## src/hdl/pfe_pkg.sv

```systemverilog
// ----------------------------------------------------------------------------
// pfe_pkg
// shared types and constants of the postfix expression evaluator
// ----------------------------------------------------------------------------
package pfe_pkg;

    localparam int PFE_DATA_W      = 32;
    localparam int PFE_STACK_DEPTH = 64;

    // character codes
    localparam logic [7:0] CH_PLUS  = 8'h2B;
    localparam logic [7:0] CH_MINUS = 8'h2D;
    localparam logic [7:0] CH_STAR  = 8'h2A;
    localparam logic [7:0] CH_SLASH = 8'h2F;
    localparam logic [7:0] CH_ZERO  = 8'h30;
    localparam logic [7:0] CH_NINE  = 8'h39;

    // status codes
    localparam logic [1:0] ST_OK        = 2'd0;
    localparam logic [1:0] ST_UNDERFLOW = 2'd1;
    localparam logic [1:0] ST_DIVZERO   = 2'd2;
    localparam logic [1:0] ST_OVERFLOW  = 2'd3;

    typedef struct packed {
        logic [7:0] char_code;
        logic       end_mark;
    } in_word_t;

    typedef struct packed {
        logic signed [PFE_DATA_W-1:0] value;
        logic [1:0]                   status;
    } out_word_t;

    // what a stack cell does at a clock edge
    typedef enum logic [1:0] {
        CMD_HOLD,
        CMD_LOAD,   // take the word of the neighbor above (push)
        CMD_LIFT    // take the word of the neighbor below (pop)
    } cell_cmd_t;

    typedef enum logic [1:0] {
        OPK_NONE,
        OPK_DIGIT,
        OPK_ARITH,
        OPK_DIV
    } op_kind_t;

    // divider handshake toward the unit
    typedef struct packed {
        logic                  start;
        logic [PFE_DATA_W-1:0] dividend;
        logic [PFE_DATA_W-1:0] divisor;
    } div_req_t;

    // divider reply
    typedef struct packed {
        logic                  done;
        logic [PFE_DATA_W-1:0] quotient;
    } div_rsp_t;

endpackage

```

## src/hdl/pfe_cell.sv

```systemverilog
// ----------------------------------------------------------------------------
// pfe_cell
// one stack entry: holds, takes the word above, or takes the word below
// ----------------------------------------------------------------------------
module pfe_cell
    import pfe_pkg::*;
(
    input  logic                  clk,
    input  cell_cmd_t             cmd,
    input  logic [PFE_DATA_W-1:0] from_above,
    input  logic [PFE_DATA_W-1:0] from_below,
    output logic [PFE_DATA_W-1:0] q
);

    logic [PFE_DATA_W-1:0] data_reg;
    logic [PFE_DATA_W-1:0] data_next;

    always_comb
    begin
        case (cmd)
            CMD_LOAD: data_next = from_above;
            CMD_LIFT: data_next = from_below;
            default:  data_next = data_reg;
        endcase
    end

    // payload only, no reset
    always_ff @(posedge clk)
    begin
        data_reg <= data_next;
    end

    assign q = data_reg;

endmodule

```

## config.mk

```make
export PLATFORM = sky130hd
export DESIGN_NAME = pfe_cell
export DESIGN_NICKNAME = d
export VERILOG_FILES = /design/src/hdl/pfe_pkg.sv /design/src/hdl/pfe_cell.sv
export SDC_FILE = /design/constraint.sdc
export NUM_CORES = 1
export LEC_CHECK = 0
export ABC_AREA = 1
export ABC_CLOCK_PERIOD_IN_PS = 4000
export BUFFER_PORTS_ARGS = -buffer_cell sky130_fd_sc_hd__buf_2
export CAP_MARGIN = 40
export CELL_PAD_IN_SITES_DETAIL_PLACEMENT = 2
export CELL_PAD_IN_SITES_GLOBAL_PLACEMENT = 2
export CORE_ASPECT_RATIO = 0.9
export CORE_UTILIZATION = 25
export CTS_BUF_LIST = sky130_fd_sc_hd__clkbuf_8
export CTS_CLUSTER_SIZE = 14
export DETAILED_ROUTE_END_ITERATION = 7
export PLACE_DENSITY = 0.95
export SKIP_CTS_REPAIR_TIMING = 1
export SLEW_MARGIN = 20
export SYNTH_ARGS = -nofsm -noshare
export SYNTH_HDL_FRONTEND = slang
export SYNTH_SLANG_ARGS = --single-unit
```

## constraint.sdc

```tcl
create_clock -name clk -period 4 [get_ports clk]
set_clock_uncertainty 0.2 [all_clocks]
set_input_delay 1.2 -clock clk [delete_from_list [all_inputs] [get_ports clk]]
set_output_delay 1.2 -clock clk [all_outputs]
set_load 0.01 [all_outputs]
```

Word-level counts from Yosys, hierarchy flattened --
Index checks and enable logic that the tools add are counted.
Storage, ports and cells: input bits 67, register bits after elaboration 32
Cells by class: reduce and logical (&&, ||, !) cells 1, equality and inequality tests 2, multiplexer cells 1
Operators with widths (number):
- 32-bit case mux with 2 select lines | 1
- 2-bit by 1-bit equality test with 1-bit output, second input constant | 1
- 2-bit equality test, second input constant | 1
- 2-bit nonzero test | 1

Logic depth before layout (Yosys ltp) --
Gate-level depths: netlist (run 1).
depth in word-level cells 2, depth in mapped cells 7, mapped depth without buffers 5

Worst setup path after synthesis (run 1) --
OpenSTA, ideal clock, no wires.
path kind input to register, start input cmd[0], end register data_reg[0], in the netlist q[0], enable pin, path buffers 0, setup time 387 ps, required time 3413 ps, slack 1275 ps, stages 3, arrival time 2138 ps, path through inv_1 -> ha_1 -> inv_1
Between the ends: word-level cells in the longest chain between the ends 2, elaborated cells on any way between the ends 3, those cells by class eq/ne: 2; reduce/logical: 1
Ends and longest elaborated chain:
- start: declaration | RTL line pfe_cell.sv:9 | input cell_cmd_t cmd,
- 2-bit equality test or 2-bit by 1-bit equality test with 1-bit output (tied branches) | RTL line pfe_cell.sv:20 | case (cmd)
- 2-bit nonzero test (no source line) (*)
- end signal: assignment | RTL line pfe_cell.sv:30 | data_reg <= data_next;
- end: declaration | RTL line pfe_cell.sv:15 | logic [PFE_DATA_W-1:0] data_reg;
Mark *: on every way between the ends. The rest lies on a longest branch, timed or not. A chain may end at the register's enable or synchronous reset.

Worst setup path in the final report (run 1) --
start input cmd[0], end register data_reg[20], in the netlist q[20], data pin
Between the ends: word-level cells in the longest chain between the ends 2, elaborated cells on any way between the ends 3, those cells by class eq/ne: 2; mux: 1
Ends and longest elaborated chain:
- 2-bit equality test or 2-bit by 1-bit equality test with 1-bit output (tied branches) | RTL line pfe_cell.sv:20
- 32-bit case mux with 2 select lines (*) | RTL line pfe_cell.sv:20
- via data_next[20] | RTL line pfe_cell.sv:16 | logic [PFE_DATA_W-1:0] data_next;
The timed path passes the listed nets; every way through them passes the cells marked *.

==> results of run 1 <==
[area by class of cell]
| class | count | area [um2] | share of cell area |
|---|---|---|---|
| Timing Repair Buffer | 100 | 505 | 0.247 |
| Multi-Input combinational cell | 97 | 398 | 0.194 |
| Sequential cell | 32 | 961 | 0.469 |
| Tap cell | 70 | 87.6 | 0.0428 |
| Inverter | 3 | 18.8 | 0.00916 |
| Clock buffer | 5 | 68.8 | 0.0336 |
| Clock inverter | 2 | 8.76 | 0.00428 |
[per-stage QoR]
stage | setup slack (ps) | cell area (um2) | cells | util | total power [mW]
2_1_floorplan | 1280 | 1470 | 139 | - | 0.526
3_3_place_gp | 1280 | 1970 | 302 | 0.346 | 0.604
3_5_place_dp | 1230 | 1970 | 302 | 0.346 | 0.613
4_1_cts | 1520 | 2050 | 309 | 0.360 | 0.841
5_1_grt | 1420 | 2050 | 309 | 0.360 | 0.868
6_report | 1540 | 2050 | 309 | 0.360 | 0.823
[worst max-delay path by stage]
| stage | start | end | slack [ps] | cells after the start |
|---|---|---|---|---|
| 2_1_floorplan | cmd[0] | q[0] | 1280 | 3 |
| 3_3_place_gp | cmd[0] | q[25] | 1280 | 6 |
| 3_5_place_dp | cmd[0] | q[20] | 1230 | 6 |
| 4_1_cts | cmd[0] | q[20] | 1520 | 6 |
| 5_1_grt | cmd[0] | q[20] | 1420 | 6 |
| 6_report | cmd[0] | q[20] | 1540 | 6 |
[kinds of logic (layout without fill, tap and decap cells)]
group,Yosys count,count (layout),share of synthesized area
flops,32,32,0.653
simple gates,96,96,0.262
buf+inv,10,110,0.0773
fa+ha+maj,1,1,0.00849
[per-layer routing]
layer | global-route usage | vias to the layer above
met5 | 0 | -
met4 | 0.0517 | 0
met2 | 0.243 | 61
li1 | - | 638
met3 | 0.0406 | 5
met1 | 0.141 | 620
[cell usage in the layout, fill, tap and decap left out]
master / netlist / final
inv_1: 2 / 3
clkbuf_8: 3 / 5
nand2_1: 86 / 86
edfxtp_1: 32 / 32
buf_2: 0 / 98
nand2_2: 10 / 10
inv_8: 1 / 1
clkinv_2: 0 / 1
buf_4: 0 / 2
ha_1: 1 / 1
[report_power, final]
part           switching, mW  internal [mW]
sequential            0.0117          0.428
clock                  0.107          0.115
combinational         0.0927         0.0685
total                  0.211          0.612
==> reports/summary.txt, run 1 <==
hold depth: 3
CP Buf/Inv Count: 3
antenna violations before repair: 0
leakage: 1.06 nW
core area: 5690 um2
DIE HEIGHT: 74.8 um
startpoint types: primary input
Port Buffers: 98
TNS Setup: 0 ps
Die Wd: 82.9 um
critical path fanouts, max: 22
Root Buffer: clkbuf_8
min-delay src: from_above[19]
H-tree depth: 2
delay-heaviest family, CP: buffers and inverters
share of layout cells above drive strength 1: 0.490
crit-path cells: buf_2 -> inv_1 -> ha_1 -> buf_4 -> nand2_1 -> nand2_1
Worst Setup End Kind: register
critical path class: in -> reg
Inserted Clock Buffers: 5
synthesized area: 1470 um2
top layer in use: met4
DR WL met2: 2150 um
cell taking the most area after synthesis: edfxtp_1
Final min period: 2460 ps
Tcrit/Tclk final: 0.614
Max Clk Rate: 407 MHz
Largest stage delay, worst path: 500 ps
Ports: 99
Starting Density: 0.259
hold path endpoint: q[19]
WP data required: 3940 ps
drt pass-1 iters: 4
Worst Hold Class: in -> reg
GPL Wtd Cong: 0.663
Top FF cell, synth: edfxtp_1
Routed Wire Length: 4100 um
vias in the first global route: 1321
GRT Total Usage: 0.130
Syn Nets: 207
Synthesis Warnings: 0
Congestion Overflow GR: 0
Synth top area share: 0.653
wire length on met3: 278 um
Synth cell types: 9
Crit path arrival time: 2400 ps
vias per inst: 4.28
CTS clock-pin slew for the worst setup and hold paths: 60 ps
critical path's slowest cell: ha_1
Seq/Total Area, Yosys: 0.653
area growth from synthesis to layout: 39.1%
RSZ-0062 raised after global routing: false
hpwl dp: 3160 um
Largest register FFs: 32
run status: complete, no violations
Hold Vio Cnt, Final: 0
actual slew at the worst max-slew pin: 558 ps
Max Cap Viol: 0
initial DRC count: 27
# DRC: 0
FF+latch count, synth: 32
most used cell, CP: nand2_1
drt wl/cell: 13.3 um
# rows: 26
pin count of the biggest net entering global routing: 33
ranking of synthesized cells by area: edfxtp_1, nand2_1, nand2_2
VDD IR max: 0.150 mV
die area: 6200 um2
relative slew slack: 0.628
Post-DRT Antenna Nets: 0
TritonCTS clock tree: done
wire length on met1: 1620 um
hold_ws: 994 ps
Via Count: 1324
Synth Instances: 139
most frequent cell after synthesis: nand2_1
antenna cells: 0
Nets: 307
clk buf depth: 2
FFs w/ async S/R, synth: 0
Commonest cells post-synth: nand2_1, edfxtp_1, nand2_2, buf_6, clkbuf_8
final slew viol count: 0
setup violators final: 0
Post-synth EDFFs: 32
first-pass GRT wire length: 6110 um
number of fill cells in the layout: 663
CTS Sinks: 32
P per Cell Area: 402 nW/um2
post-synthesis area per instance: 10.6 um2
Power figures use the tool's default switching activity.
==> run 2, diff against run 1 <==
- ABC_CLOCK_PERIOD_IN_PS: 4000 -> 2100
- CORE_UTILIZATION: 25 -> 21
- PLACE_DENSITY: 0.95 -> 0.87
- clock period: 4 -> 2.1 ns (I/O delays scaled with it)
==> reports/summary.txt, run 2 (synthesis results as in run 1) <==
Ports: 99
delay-heaviest family, CP: buffers and inverters
hpwl dp: 3200 um
share of layout cells above drive strength 1: 0.498
TNS Setup: 0 ps
vias per inst: 3.93
dpl cell area: 2030 um2
# DRC: 0
DIE HEIGHT: 81.4 um
WP data required: 2050 ps
antenna violations before repair: 0
clk buf depth: 2
CP Buf/Inv Count: 3
Final Cell Area: 2140 um2
Worst Setup End Kind: register
Max Cap Viol: 0
Overall Power: 1.73 mW
vias in the first global route: 1419
antenna cells: 0
crit-path cells: buf_2 -> inv_1 -> ha_1 -> buf_4 -> nand2_1 -> nand2_1
most used cell, CP: nand2_1
Routed Wire Length: 4080 um
Post-DRT Antenna Nets: 0
Worst Hold Class: in -> reg
leakage: 1.08 nW
fin worst setup slack: 414 ps
Final min period: 1690 ps
TritonCTS clock tree: done
Largest stage delay, worst path: 370 ps
die area: 7350 um2
Congestion Overflow GR: 0
Port Buffers: 98
drt wl/cell: 12.3 um
Crit path arrival time: 1630 ps
critical path's slowest cell: buf_4
Max Clk Rate: 593 MHz
P per Cell Area: 810 nW/um2
startpoint types: primary input
critical path fanouts, max: 32
post-layout util: 0.320
Tcrit/Tclk final: 0.803
Die Wd: 90.3 um
most common cell after layout, fill and taps aside: buf_2
Place WS: 101 ps
drt pass-1 iters: 2
Via Count: 1301
first-pass GRT wire length: 6550 um
setup violators final: 0
CTS clock-pin slew for the worst setup and hold paths: 70 ps
run status: complete, no violations
initial DRC count: 24
area growth from synthesis to layout: 45.3%
relative slew slack: 0.778
RSZ-0062 raised after global routing: false
CTS Sinks: 32
Starting Density: 0.220
Hold Vio Cnt, Final: 0
most frequent cells in the layout: buf_2, nand2_1, edfxtp_1, nand2_2, clkbuf_8
H-tree depth: 2
Root Buffer: clkbuf_8
GPL Wtd Cong: 0.666
GRT Total Usage: 0.117
final slew viol count: 0
VDD IR max: 0.268 mV
critical path class: in -> reg
core area: 6690 um2
Largest register FFs: 32
pin count of the biggest net entering global routing: 33
# rows: 28
Nets: 308
Inserted Clock Buffers: 5
number of fill cells in the layout: 759
actual slew at the worst max-slew pin: 333 ps
[run 2: changes by cell type in the layout (fill, tap and decap cells not counted), sizes merged]
cell / before / now
inv: 4 / 3
buf: 100 / 101
clkinvlp: 0 / 1
bufinv: 0 / 1
[run 2: cell type report]
type                            instances  area (um2)  share of cell area
Clock buffer                            5        68.8              0.0322
Clock inverter                          3        38.8              0.0181
Timing Repair Buffer                  101         538               0.251
Sequential cell                        32         961               0.449
Inverter                                3        22.5              0.0105
Tap cell                               90         113              0.0526
Multi-Input combinational cell         97         398               0.186
[run 2: power by group]
group          internal [mW]  total [mW]  switching, mW
combinational          0.144       0.324          0.180
clock                  0.347       0.574          0.227
sequential             0.814       0.835         0.0216
total                   1.30        1.73          0.429
[run 2: worst paths after layout]
path | startpoint | endpoint | slack, ps | depth (start not counted)
worst max-delay path | cmd[0] | q[13] | 410 | 6
worst min-delay path | from_above[28] | q[28] | 410 | 3
[run 2: per-stage QoR]
step / cells / hold WS, ps
2_1_floorplan: 139 / 603
3_5_place_dp: 323 / 702
4_1_cts: 331 / 404
3_3_place_gp: 323 / 696
5_1_grt: 331 / 403
6_report: 331 / 413
[run 2: routing by layer]
layer / global-route usage / routed length, um
met1: 0.120 / 1590
met2: 0.219 / 2120
met3: 0.0472 / 328
met4: 0.0387 / 38
met5: 0 / 0
