File: src/hdl/pfe_pkg.sv
// ----------------------------------------------------------------------------
// pfe_pkg
// shared types and constants of the postfix expression evaluator
// ----------------------------------------------------------------------------
package pfe_pkg;

    localparam int PFE_DATA_W      = 32;
    localparam int PFE_STACK_DEPTH = 64;

    // character codes
    localparam logic [7:0] CH_PLUS  = 8'h2B;
    localparam logic [7:0] CH_MINUS = 8'h2D;
    localparam logic [7:0] CH_STAR  = 8'h2A;
    localparam logic [7:0] CH_SLASH = 8'h2F;
    localparam logic [7:0] CH_ZERO  = 8'h30;
    localparam logic [7:0] CH_NINE  = 8'h39;

    // status codes
    localparam logic [1:0] ST_OK        = 2'd0;
    localparam logic [1:0] ST_UNDERFLOW = 2'd1;
    localparam logic [1:0] ST_DIVZERO   = 2'd2;
    localparam logic [1:0] ST_OVERFLOW  = 2'd3;

    typedef struct packed {
        logic [7:0] char_code;
        logic       end_mark;
    } in_word_t;

    typedef struct packed {
        logic signed [PFE_DATA_W-1:0] value;
        logic [1:0]                   status;
    } out_word_t;

    // what a stack cell does at a clock edge
    typedef enum logic [1:0] {
        CMD_HOLD,
        CMD_LOAD,   // take the word of the neighbor above (push)
        CMD_LIFT    // take the word of the neighbor below (pop)
    } cell_cmd_t;

    typedef enum logic [1:0] {
        OPK_NONE,
        OPK_DIGIT,
        OPK_ARITH,
        OPK_DIV
    } op_kind_t;

    // divider handshake toward the unit
    typedef struct packed {
        logic                  start;
        logic [PFE_DATA_W-1:0] dividend;
        logic [PFE_DATA_W-1:0] divisor;
    } div_req_t;

    // divider reply
    typedef struct packed {
        logic                  done;
        logic [PFE_DATA_W-1:0] quotient;
    } div_rsp_t;

endpackage

File: src/hdl/pfe_div.sv
// ----------------------------------------------------------------------------
// pfe_div
// unsigned restoring divider, one quotient bit per cycle
// ----------------------------------------------------------------------------
module pfe_div
    import pfe_pkg::*;
(
    input  logic     clk,
    input  logic     rst_n,
    input  div_req_t req,
    output div_rsp_t rsp
);

    localparam int CNT_W = $clog2(PFE_DATA_W);

    logic                  busy_reg, busy_next;
    logic                  done_reg, done_next;
    logic [CNT_W-1:0]      cnt_reg, cnt_next;
    logic [PFE_DATA_W-1:0] rem_reg, rem_next;
    logic [PFE_DATA_W-1:0] quo_reg, quo_next;
    logic [PFE_DATA_W-1:0] dvs_reg, dvs_next;
    logic [PFE_DATA_W:0]   trial;

    always_comb
    begin
        busy_next = busy_reg;
        done_next = 1'b0;
        cnt_next  = cnt_reg;
        rem_next  = rem_reg;
        quo_next  = quo_reg;
        dvs_next  = dvs_reg;
        trial     = {rem_reg, quo_reg[PFE_DATA_W-1]} - {1'b0, dvs_reg};
        if (req.start)
        begin
            busy_next = 1'b1;
            cnt_next  = '0;
            rem_next  = '0;
            quo_next  = req.dividend;
            dvs_next  = req.divisor;
        end
        else if (busy_reg)
        begin
            if (!trial[PFE_DATA_W])
            begin
                rem_next = trial[PFE_DATA_W-1:0];
                quo_next = {quo_reg[PFE_DATA_W-2:0], 1'b1};
            end
            else
            begin
                rem_next = {rem_reg[PFE_DATA_W-2:0], quo_reg[PFE_DATA_W-1]};
                quo_next = {quo_reg[PFE_DATA_W-2:0], 1'b0};
            end
            cnt_next = cnt_reg + 1'b1;
            if (cnt_reg == CNT_W'(PFE_DATA_W - 1))
            begin
                busy_next = 1'b0;
                done_next = 1'b1;
            end
        end
    end

    always_ff @(posedge clk or negedge rst_n)
    begin
        if (!rst_n)
        begin
            busy_reg <= 1'b0;
            done_reg <= 1'b0;
            cnt_reg  <= '0;
        end
        else
        begin
            busy_reg <= busy_next;
            done_reg <= done_next;
            cnt_reg  <= cnt_next;
        end
    end

    always_ff @(posedge clk)
    begin
        rem_reg <= rem_next;
        quo_reg <= quo_next;
        dvs_reg <= dvs_next;
    end

    assign rsp.done     = done_reg;
    assign rsp.quotient = quo_reg;

endmodule

File: config.mk
export PLATFORM = sky130hd
export DESIGN_NAME = pfe_div
export DESIGN_NICKNAME = d
export VERILOG_FILES = /design/src/hdl/pfe_pkg.sv /design/src/hdl/pfe_div.sv
export SDC_FILE = /design/constraint.sdc
export NUM_CORES = 1
export LEC_CHECK = 0
export BUFFER_PORTS_ARGS = -buffer_cell sky130_fd_sc_hd__buf_2
export CAP_MARGIN = 20
export CORE_MARGIN = 1.5
export CORE_UTILIZATION = 40
export CTS_CLUSTER_SIZE = 10
export DETAILED_ROUTE_END_ITERATION = 10
export PLACE_DENSITY = 0.6
export SLEW_MARGIN = 15
export SYNTH_ARGS = -nofsm -noshare
export SYNTH_HDL_FRONTEND = slang
export SYNTH_SLANG_ARGS = --single-unit
File: constraint.sdc
create_clock -name clk -period 5.9 [get_ports clk]
set_input_delay 0 -clock clk [delete_from_list [all_inputs] [get_ports clk]]
set_output_delay 0 -clock clk [all_outputs]
set_load 0.02 [all_outputs]
Word level (Yosys, flattened, before mapping) --
Index checks and enable logic that the tools add are counted.
Word-level totals: memory bits (read-only) 0, flip-flop bits (word level) 103, latch bits 0, bits in writable memories 0, memories kept 0, bits of input ports 67, logic and storage cells 22
Cells by class: multipliers 0, divide/modulo/power cells 0, bitwise logic cells 0, reduce and logical (&&, ||, !) cells 1, $lt $le $gt $ge 0, muxes and demuxes 12, equal/unequal tests 1, $add $sub $neg 2, shift operators 0
Operators by type and width (number):
- $mux W32 | 3
- $sub A33 B32 Y33 | 1
- $mux W5 | 2
- $mux W1 | 7
- $add A5 B1 Y5 const B | 1
- $eq A5 B5 Y1 const B | 1
- $reduce_bool A2 Y1 | 1

Depth between registers and ports, before layout --
Gate-level depths: netlist of the first run.
word-level depth 4, gate-level depth with buffers 13, gate-level depth less buffers 12

Worst setup path before layout of the first run --
Ideal clock, no wire load.
path kind register -> register, start point register quo_reg[31], end point register rem_reg[0], library setup time 0.086 ns, arrival time 3.734 ns, setup slack 2.081 ns, cell stages (with the launch flop) 13, period minus slack after synthesis 3.819 ns, buffers on the path 0, cells stage by stage edfxtp_1 inv_1 ha_1 fa_1 nand2b_1 a21o_1 a2111o_1 a2111o_1 a211oi_4 a41oi_2 xnor2_4 mux2_2 a211oi_1
Between the ends: longest elaborated chain between the ends 2
Ends and longest elaborated chain:
- start, declared | RTL line pfe_div.sv:20 | logic [PFE_DATA_W-1:0] quo_reg, quo_next;
- start signal, assigned | RTL line pfe_div.sv:81 | quo_reg <= quo_next;
- $sub A33 B32 Y33 | RTL line pfe_div.sv:32 | trial = {rem_reg, quo_reg[PFE_DATA_W-1]} - {1'b0, dvs_reg};
- $mux W32 * | RTL line pfe_div.sv:43 | if (!trial[PFE_DATA_W])
- end signal, assigned | RTL line pfe_div.sv:80 | rem_reg <= rem_next;
- end, declared | RTL line pfe_div.sv:19 | logic [PFE_DATA_W-1:0] rem_reg, rem_next;
Every way passes the cells marked *; elsewhere a longest branch is shown, timed or not. A chain may end at the register's enable or synchronous reset.

Worst setup path after layout of the first run --
start point register quo_reg[31], end point register rem_reg[11]
Between the ends: longest elaborated chain between the ends 2
Ends and longest elaborated chain (RTL line):
- $sub A33 B32 Y33 | pfe_div.sv:32
- $mux W32 | pfe_div.sv:43
Every way passes these cells.

==> results of run 1 <==
metal layers:
layer,wire (um),up-vias,global-route usage [%]
met3,419,19,3.367
li1,-,2243,-
met1,5705,2092,22.11
met5,0,-,0
met2,6101,76,29.90
met4,283,0,7.040
power by group through the flow:
| stage | clock network [uW] | registers [uW] | logic, uW |
|---|---|---|---|
| after global routing | 663 | 1020 | 1310 |
| final | 618 | 1010 | 1180 |
| after detailed placement | 0 | 1020 | 1140 |
| after floorplan | 0 | 1020 | 906 |
| after CTS | 636 | 1010 | 1180 |
| after global placement | 0 | 1020 | 1130 |
repair_timing:
| action | CTS | global route |
|---|---|---|
| hold endpoints to repair | 71 | 0 |
| setup endpoints to repair | 0 | 0 |
| buffers inserted | 0 | 0 |
| hold buffers | 65 | 0 |
cell usage after synthesis, types with 7 or more instances:
library cell	n	area share (%)
dfrtp_1	7	3.0
a21oi_1	28	2.4
clkbuf_1	17	1.1
and3_1	9	0.97
mux2_2	35	6.8
inv_1	44	2.9
nor2_1	51	3.3
a21o_1	17	2.2
dfxtp_1	32	11
edfxtp_1	64	33
xnor2_1	17	2.6
nand2_1	21	1.4
mux2i_1	29	5.0
o21ai_0	10	0.87
xor2_1	12	1.8
ha_1	34	7.4
a211oi_1	30	3.9
kinds of logic after synthesis:
| family | count (synthesis) | synth area share [%] |
|---|---|---|
| mux | 64 | 11.85 |
| xor+xnor | 30 | 4.874 |
| simple gates | 109 | 8.644 |
| flops | 103 | 47.40 |
| compound gates | 121 | 14.71 |
| buf+inv | 67 | 4.809 |
| fa+ha+maj | 35 | 7.712 |
stage by stage:
step                      total power (uW)  cell area (um2)
after global routing                  2995             7365
after CTS                             2822             7365
after floorplan                       1931             5776
after detailed placement              2160             6410
after global placement                2145             6410
final                                 2804             7365
how the worst max path moves through the flow:
stage	start	endpoint	slack (ns)	depth (start not counted)
finish	quo_reg[31]	rem_reg[11]	1.40	13
global route	quo_reg[31]	rem_reg[12]	1.06	13
CTS	quo_reg[31]	rem_reg[12]	1.39	13
detailed placement	quo_reg[31]	rem_reg[20]	1.44	13
global placement	quo_reg[31]	rem_reg[13]	1.53	13
floorplan	quo_reg[31]	rem_reg[0]	2.08	12
layout make-up:
type / count / area (um2)
Clock buffer: 9 / 225.2
Clock inverter: 7 / 78.83
Fill cell: 1270 / 6624
Inverter: 44 / 165.2
Multi-Input combinational cell: 359 / 2760
Sequential cell: 103 / 2739
Tap cell: 180 / 225.2
Timing Repair Buffer: 167 / 1171
==> reports/results.txt, run 1 <==
For this run, the number of Yosys warnings is 0. Headroom to the max-slew limit came out at 49.86%. The final setup violation count came out at 0. The clock period minus final worst setup slack is 4.500 ns, and the last weighted congestion value of the routability-driven placer is 0.8768. In this run the standard cell core region covers 13,990 um2. The setup slack on the worst flop-to-flop path is 1.40 ns, and the number of rows in the core area is 43. In the final layout, the share of cells above drive strength 1 is 23.51%.

In this run the vertical extent of the chip is 123.2 um. The logs give 4.71 ns for the arrival time at the worst endpoint and 9 for the total CTS buffers. The critical path is of the reg2reg type. Clock tree synthesis found a total of 103 sinks. For the worst setup path, the data required time is 6.11 ns. The number of flops mapped to enable cells by yosys works out to 64. Startpoint of the lowest-slack register-to-register path: quo_reg[31]. Leaving out fill and tap cells, the most frequent cell in the layout is buf_2. The residual DRC count is 0, and the worst slack on hold paths is 0.006284 ns. Number of distinct standard cells referenced by the synthesized netlist: 50. Before antenna repair, the detailed router went through 4 iterations. The number of failing hold endpoints at the final stage was 0. For the net count of the finished layout, the log shows 786. Effective utilization at floorplan: 41.29%. The class of the tightest hold or removal check was in2async.

The internal cell power is 1793 uW. Registers are responsible for 35.9% of the overall power. Together, buffers and inverters on the worst path number 2.

Die area: 15,170 um2. Clock latency on the worst-skew pair, taken at its later pin, is 0.36 ns. Per report_power, the combinational group accounts for 42.1% of the total. Setup repair after global routing left no endpoint under its margin. For this design the ratio of total power to cell area is 380.8 nW/um2. The switching part of the total power was 36.08%.

The run gives 47.40% as the sequential fraction of the synthesis area. The clock network burns 22.1% of the power. The clock root buffer master was clkbuf_16.

The count of pins over their slew limit was 0; the worst setup margin was 1.400 ns. The worst setup path is launched from a flip-flop. The critical path goes through inv_1 > ha_1 > fa_1 > nand2b_1 > a21o_1 > a2111o_1 > a2111o_1 > a211oi_4 > a41oi_2 > xnor2_4 > buf_4 > mux2i_1 > a211oi_1. Synthesis produced a netlist whose cell count is 529. The tools report the number of max-cap violations as 0. The routed layout has 4,430 vias. After synthesis the netlist holds a flip-flop and latch count of 103.

The number of global-route vias before repair is 4,486. For this run, the share of the core covered by cells in the final layout is 52.65%. TritonCTS built the clock tree.

The tools report the critical register-to-register path endpoint as rem_reg[11]. Summing every instance area after synthesis gives 5776 um2. For the antenna diode count, the log shows 0.

The die extent in x is 123.2 um. The worst setup path is captured at a flip-flop. Grouping stages by cell kind, the critical path spends the most delay in compound AO/OA/AOI/OAI gates. Detailed placement ended at an HPWL of 8552 um. Including well taps, the total number of placed cells is 788.

For this run, the top clock speed supported by timing is 222.2 MHz. Dividing the detail-routed wire length by the instance count gives 14.40 um. Measured in cells, the most critical reg-to-reg path has a length of 13. The async set-reset flop share out of synthesis is 6.796%, and the transition time at the pin with the least slew margin is 0.7521 ns. The critical path's most frequent cell is a2111o_1.

The number of antenna violations at the first check in global routing is 0. The number of top-level design ports was 100. Leaving out fill and tap cells, the most frequent cells in the layout are 98 x buf_2, 65 x dlygate4sd3_1, 64 x edfxtp_1.

Post-layout instance count excluding filler cells: 869. The first global-routing pass estimated 20,960 um of wire. The tools report the wire length after detailed routing as 12,510 um. The most used flip-flop cell after synthesis was edfxtp_1.

Summed over all failing endpoints, the final setup total negative slack is 0 ns. The slowest stage of the critical path belongs to the cell xnor2_4. The flow ran to the end, and the final reports show no timing, DRC or antenna violations. On the final layout, the worst clock skew is 0.006289 ns.

For this run the aggregate overflow at the end of global routing stands at 0. The total of cells resized after clock tree synthesis was 0; the worst slack at placement was 1.435 ns. For this run, the total global-route usage over all layers was measured as 17.62%.

In this run the tool buffered the top-level ports with 99 buffer cells. Clock-pin slew was measured on the worst setup and hold paths at 0.07 ns. After detailed routing, the number of vias per cell comes to 5.098.

The run gives 0.003251 uW as the standby leakage power. Across the VDD grid, the largest voltage drop is 0.0001840 V. Averaged over all synthesized cells, the footprint is 10.92 um2. Highest net fanout along the worst path: 21.

The layout-stage area growth over the synthesis result was 27.51%. In this run the remaining antenna-violating nets after routing total 0. The H-tree was split into 3 levels. Synthesis produced a netlist with a net count of 631.

The run gives 1012 uW as the net load switching power. Entering global routing, the biggest net connects 68 pins. In this run the deepest clock path goes through 2 buffers.

The longest individual stage delay on the worst path was 0.58 ns; the final period utilization was 76.27%. For this block, the initial DRC count from the detailed router was 282.
Note: power is estimated with default switching activity, not from simulation.
==> inputs of run 2 (changes only) <==
--- a/config.mk
+++ b/config.mk
@@ -11,7 +11,7 @@
 export CORE_UTILIZATION = 40
 export CTS_CLUSTER_SIZE = 10
 export DETAILED_ROUTE_END_ITERATION = 10
-export PLACE_DENSITY = 0.6
+export PLACE_DENSITY = 0.63
 export SLEW_MARGIN = 15
 export SYNTH_ARGS = -nofsm -noshare
 export SYNTH_HDL_FRONTEND = slang
==> constraint.sdc (replaced) <==
create_clock -name clk -period 3.8 [get_ports clk]
set_input_delay 0 -clock clk [delete_from_list [all_inputs] [get_ports clk]]
set_output_delay 0 -clock clk [all_outputs]
set_load 0.02 [all_outputs]
==> run 2 against run 1 <==
- combinational power increased by 64%
- flip-flop and latch count unchanged
- routed wire length shrank 1.6%
- via count rose by 1.3%
- largest power group unchanged
==> reports/results.txt, run 2 (synthesized netlist as in run 1, its figures left out) <==
STA classifies the critical path startpoint as a flip-flop. Global-route layer with the greatest usage: met2. Transition time at the pin with the least slew margin: 0.7331 ns (-0.01902 ns). For the residual DRC count, the log shows 0 (unchanged).

The total CTS buffers is 9 (unchanged), and the final period utilization is 99.53% (+23 points). For the global routing usage on met3, the log shows 4.520% (+1.2 points). In this run the worst hold path is classified as in2async. The maximum buffer depth of the clock tree came out at 2 (unchanged). The pin count of the biggest net entering global routing came out at 61 (-10%). The tools report the first-pass GRT wire length as 20,330 um (-3.0%). For the core area, the log shows 13,990 um2 (unchanged). For the routing usage on met1, the log shows 21.55% (-0.56 points). Clock-pin slew on the worst setup and hold paths: 0.07 ns (about the same). The number of DRC markers in iteration 0 came out at 228 (-19%). The worst-case clock skew came out at 0.01342 ns (+0.007131 ns). The worst setup path is of the reg2reg kind.

The worst ir drop on vdd is 0.0002868 V (+56%), and the placed cell area is 6460 um2 (+0.78%). The effective utilization at floorplan was 41.29% (unchanged); the worst path required time was 4.08 ns (-2.03 ns). The power per standard cell area is 590.0 nW/um2 (+55%), and the number of optimization iterations in the first detailed-route pass is 4 (unchanged). The layout-stage area growth over the synthesis result works out to 29.61%. The fmax came out at 264.4 MHz (+19%).

The part of the power in combinational logic was 43.7% (+1.6 points). The antenna diode count came out at 0 (unchanged). The worst slack on hold paths was 0.005636 ns (-0.0006474 ns). The proportion of power drawn by flip-flops and latches was 35.2% (-0.7 points). The die extent in x was 123.2 um (unchanged).

The global-route usage over all layers was 17.11% (-0.51 points); the half-perimeter wire length of the detailed placement result was 8362 um (-2.2%). Number of max-cap violations: 0 (unchanged). The number of failing hold endpoints at the final stage came out at 0 (unchanged). Number of antenna violations at the first check in global routing: 0 (unchanged). The count of pins over their slew limit is 0 (unchanged). The highest net fanout along the worst path is 5 (-76%), and the later-pin clock latency in the skew report is 0.35 ns (about the same). Number of rows in the core area: 43 (unchanged).

The number of global-route vias before repair was 4,401 (-1.9%); the number of vias per cell was 5.116 (+0.36%). The run gives 51.13% (+1.3 points) as the worst-case headroom to the max-slew limit. Met2 track demand over resource in global routing: 28.30% (-1.6 points). The type of element capturing the critical path was a flip-flop.

The run gives 15,170 um2 (unchanged) as the die area. The sum of internal, switching and leakage power is 4417 uW (+57%). The run gives 0 (unchanged) as the final setup violation count. Net load switching power: 1552 uW (+53%).

The number of H-tree levels was 3 (unchanged). TritonCTS built the clock tree. The switching part of the total power is 35.13% (-0.95 points), and the number of clock sinks seen by CTS is 103 (unchanged). Setup repair after global routing could not meet its margin everywhere. The total vias in the final route came out at 4,487 (+1.3%). The logs give 0.8276 (-5.6%) for the last weighted congestion value of the routability-driven placer and 12,310 um (-1.6%) for the wire length after detailed routing. The standby leakage power was 0.003304 uW (+1.6%). The portion of total power attributed to the clock network came out at 21.2% (-0.9 points). The tree is rooted in a clkbuf_16.

Count of port buffers added during placement: 99 (unchanged). Sum of overflow across all layers after global routing: 0 (unchanged). The top cell types in the final layout, fill and taps aside, are 98 x buf_2, 65 x dlygate4sd3_1, 64 x edfxtp_1.

The flow ran to the end, and the final reports show no timing, DRC or antenna violations. The run gives 0 (unchanged) as the antenna violation net count after detailed routing. The clock period minus final worst setup slack was 3.782 ns (-0.7181 ns); the internal cell power was 2865 uW (+60%). The ratio of cells with drive above 1 in the final layout was 25.25% (+1.7 points). The tools report the net count of the finished layout as 794 (+1.0%). The number of top-level design ports is 100 (unchanged), and the routed wirelength normalized by instance count is 14.04 um (-2.5%). The arrival time at the worst endpoint came out at 4.06 ns (-0.65 ns). The height of the die came out at 123.2 um (unchanged). Leaving out fill and tap cells, the most frequent cell in the layout is buf_2.

The post-route cell area was 7486 um2 (+1.6%).
## run 2: cell count changes in the layout (fill, tap and decap cells not counted), moves of 2 or more
| cell | before | now |
|---|---|---|
| mux2_4 | 0 | 2 |
| mux2_2 | 35 | 33 |
| buf_4 | 4 | 9 |
| inv_6 | 2 | 0 |
| buf_6 | 0 | 2 |
## run 2: path summary, 6_finish.rpt
| check | slack (ns) | cells after the start | from | end |
|---|---|---|---|---|
| hold reg to reg | 0.51 | 2 | rem_reg[24] | rem_reg[24] |
| max in group asynchronous | 3.62 | 2 | rst_n | busy_reg |
| setup reg to reg | 0.02 | 13 | quo_reg[31] | rem_reg[0] |
| hold / removal | 0.006 | 2 | rst_n | cnt_reg[2] |
| setup / recovery | 0.02 | 13 | quo_reg[31] | rem_reg[0] |
| min in group clk | 0.15 | 1 | req[64] | dvs_reg[16] |
## run 2: final cells by class
class,instances,area (um2)
multi-input cells,359,2808
inverters,44,165.2
clock inverters,6,68.82
clock buffers,10,229.0
repair buffers,175,1251
fillers,1233,6502
well taps,180,225.2
flip-flops and latches,103,2739
## run 2: routing by layer
layer  up-vias  part of all wire (%)  wire, um
met5         -                     0         0
met4         0                   2.2       275
met3        22                   3.4       421
met2        88                    49      6037
met1      2120                    45      5579
li1       2257                     -         -
## run 2: per-stage QoR
| step | setup TNS, ns | worst slack (ns) | std cells | util, % |
|---|---|---|---|---|
| finish | 0 | 0.01797 | 877 | 53.52 |
| global route | -2.797 | -0.1309 | 877 | 53.52 |
| CTS | 0 | 0.009885 | 874 | 52.96 |
| detailed placement | 0 | 0.05433 | 793 | 46.18 |
| global placement | 0 | 0.1173 | 793 | 46.18 |
| floorplan | 0 | 0.03651 | 529 | - |
## run 2: power groups by stage
| stage | Clock, uW | Combinational, uW | Sequential [uW] |
|---|---|---|---|
| after floorplan | 0 | 1410 | 1590 |
| after global placement | 0 | 1790 | 1570 |
| after detailed placement | 0 | 1810 | 1570 |
| after CTS | 961 | 1870 | 1550 |
| after global routing | 1010 | 2130 | 1580 |
| final | 935 | 1930 | 1550 |
## run 2: worst max-delay path, cell delays in order (launching register included)
cell and delay [ns]:
edfxtp_1 0.37, inv_2 0.06, ha_4 0.17, fa_2 0.38, nand2b_4 0.15, a21o_1 0.21
a2111o_1 0.46, a2111o_1 0.50, a211oi_4 0.29, a41oi_2 0.21, xnor2_4 0.28, buf_4 0.17
mux2_4 0.29, a211oi_2 0.16
## run 2: what timing repair did
item                                   CTS  global route
setup buffers                            0             3
hold buffers                            65             0
gates resized for setup                  0            12
setup endpoints to repair                0            32
endpoints found under the hold margin   71             0
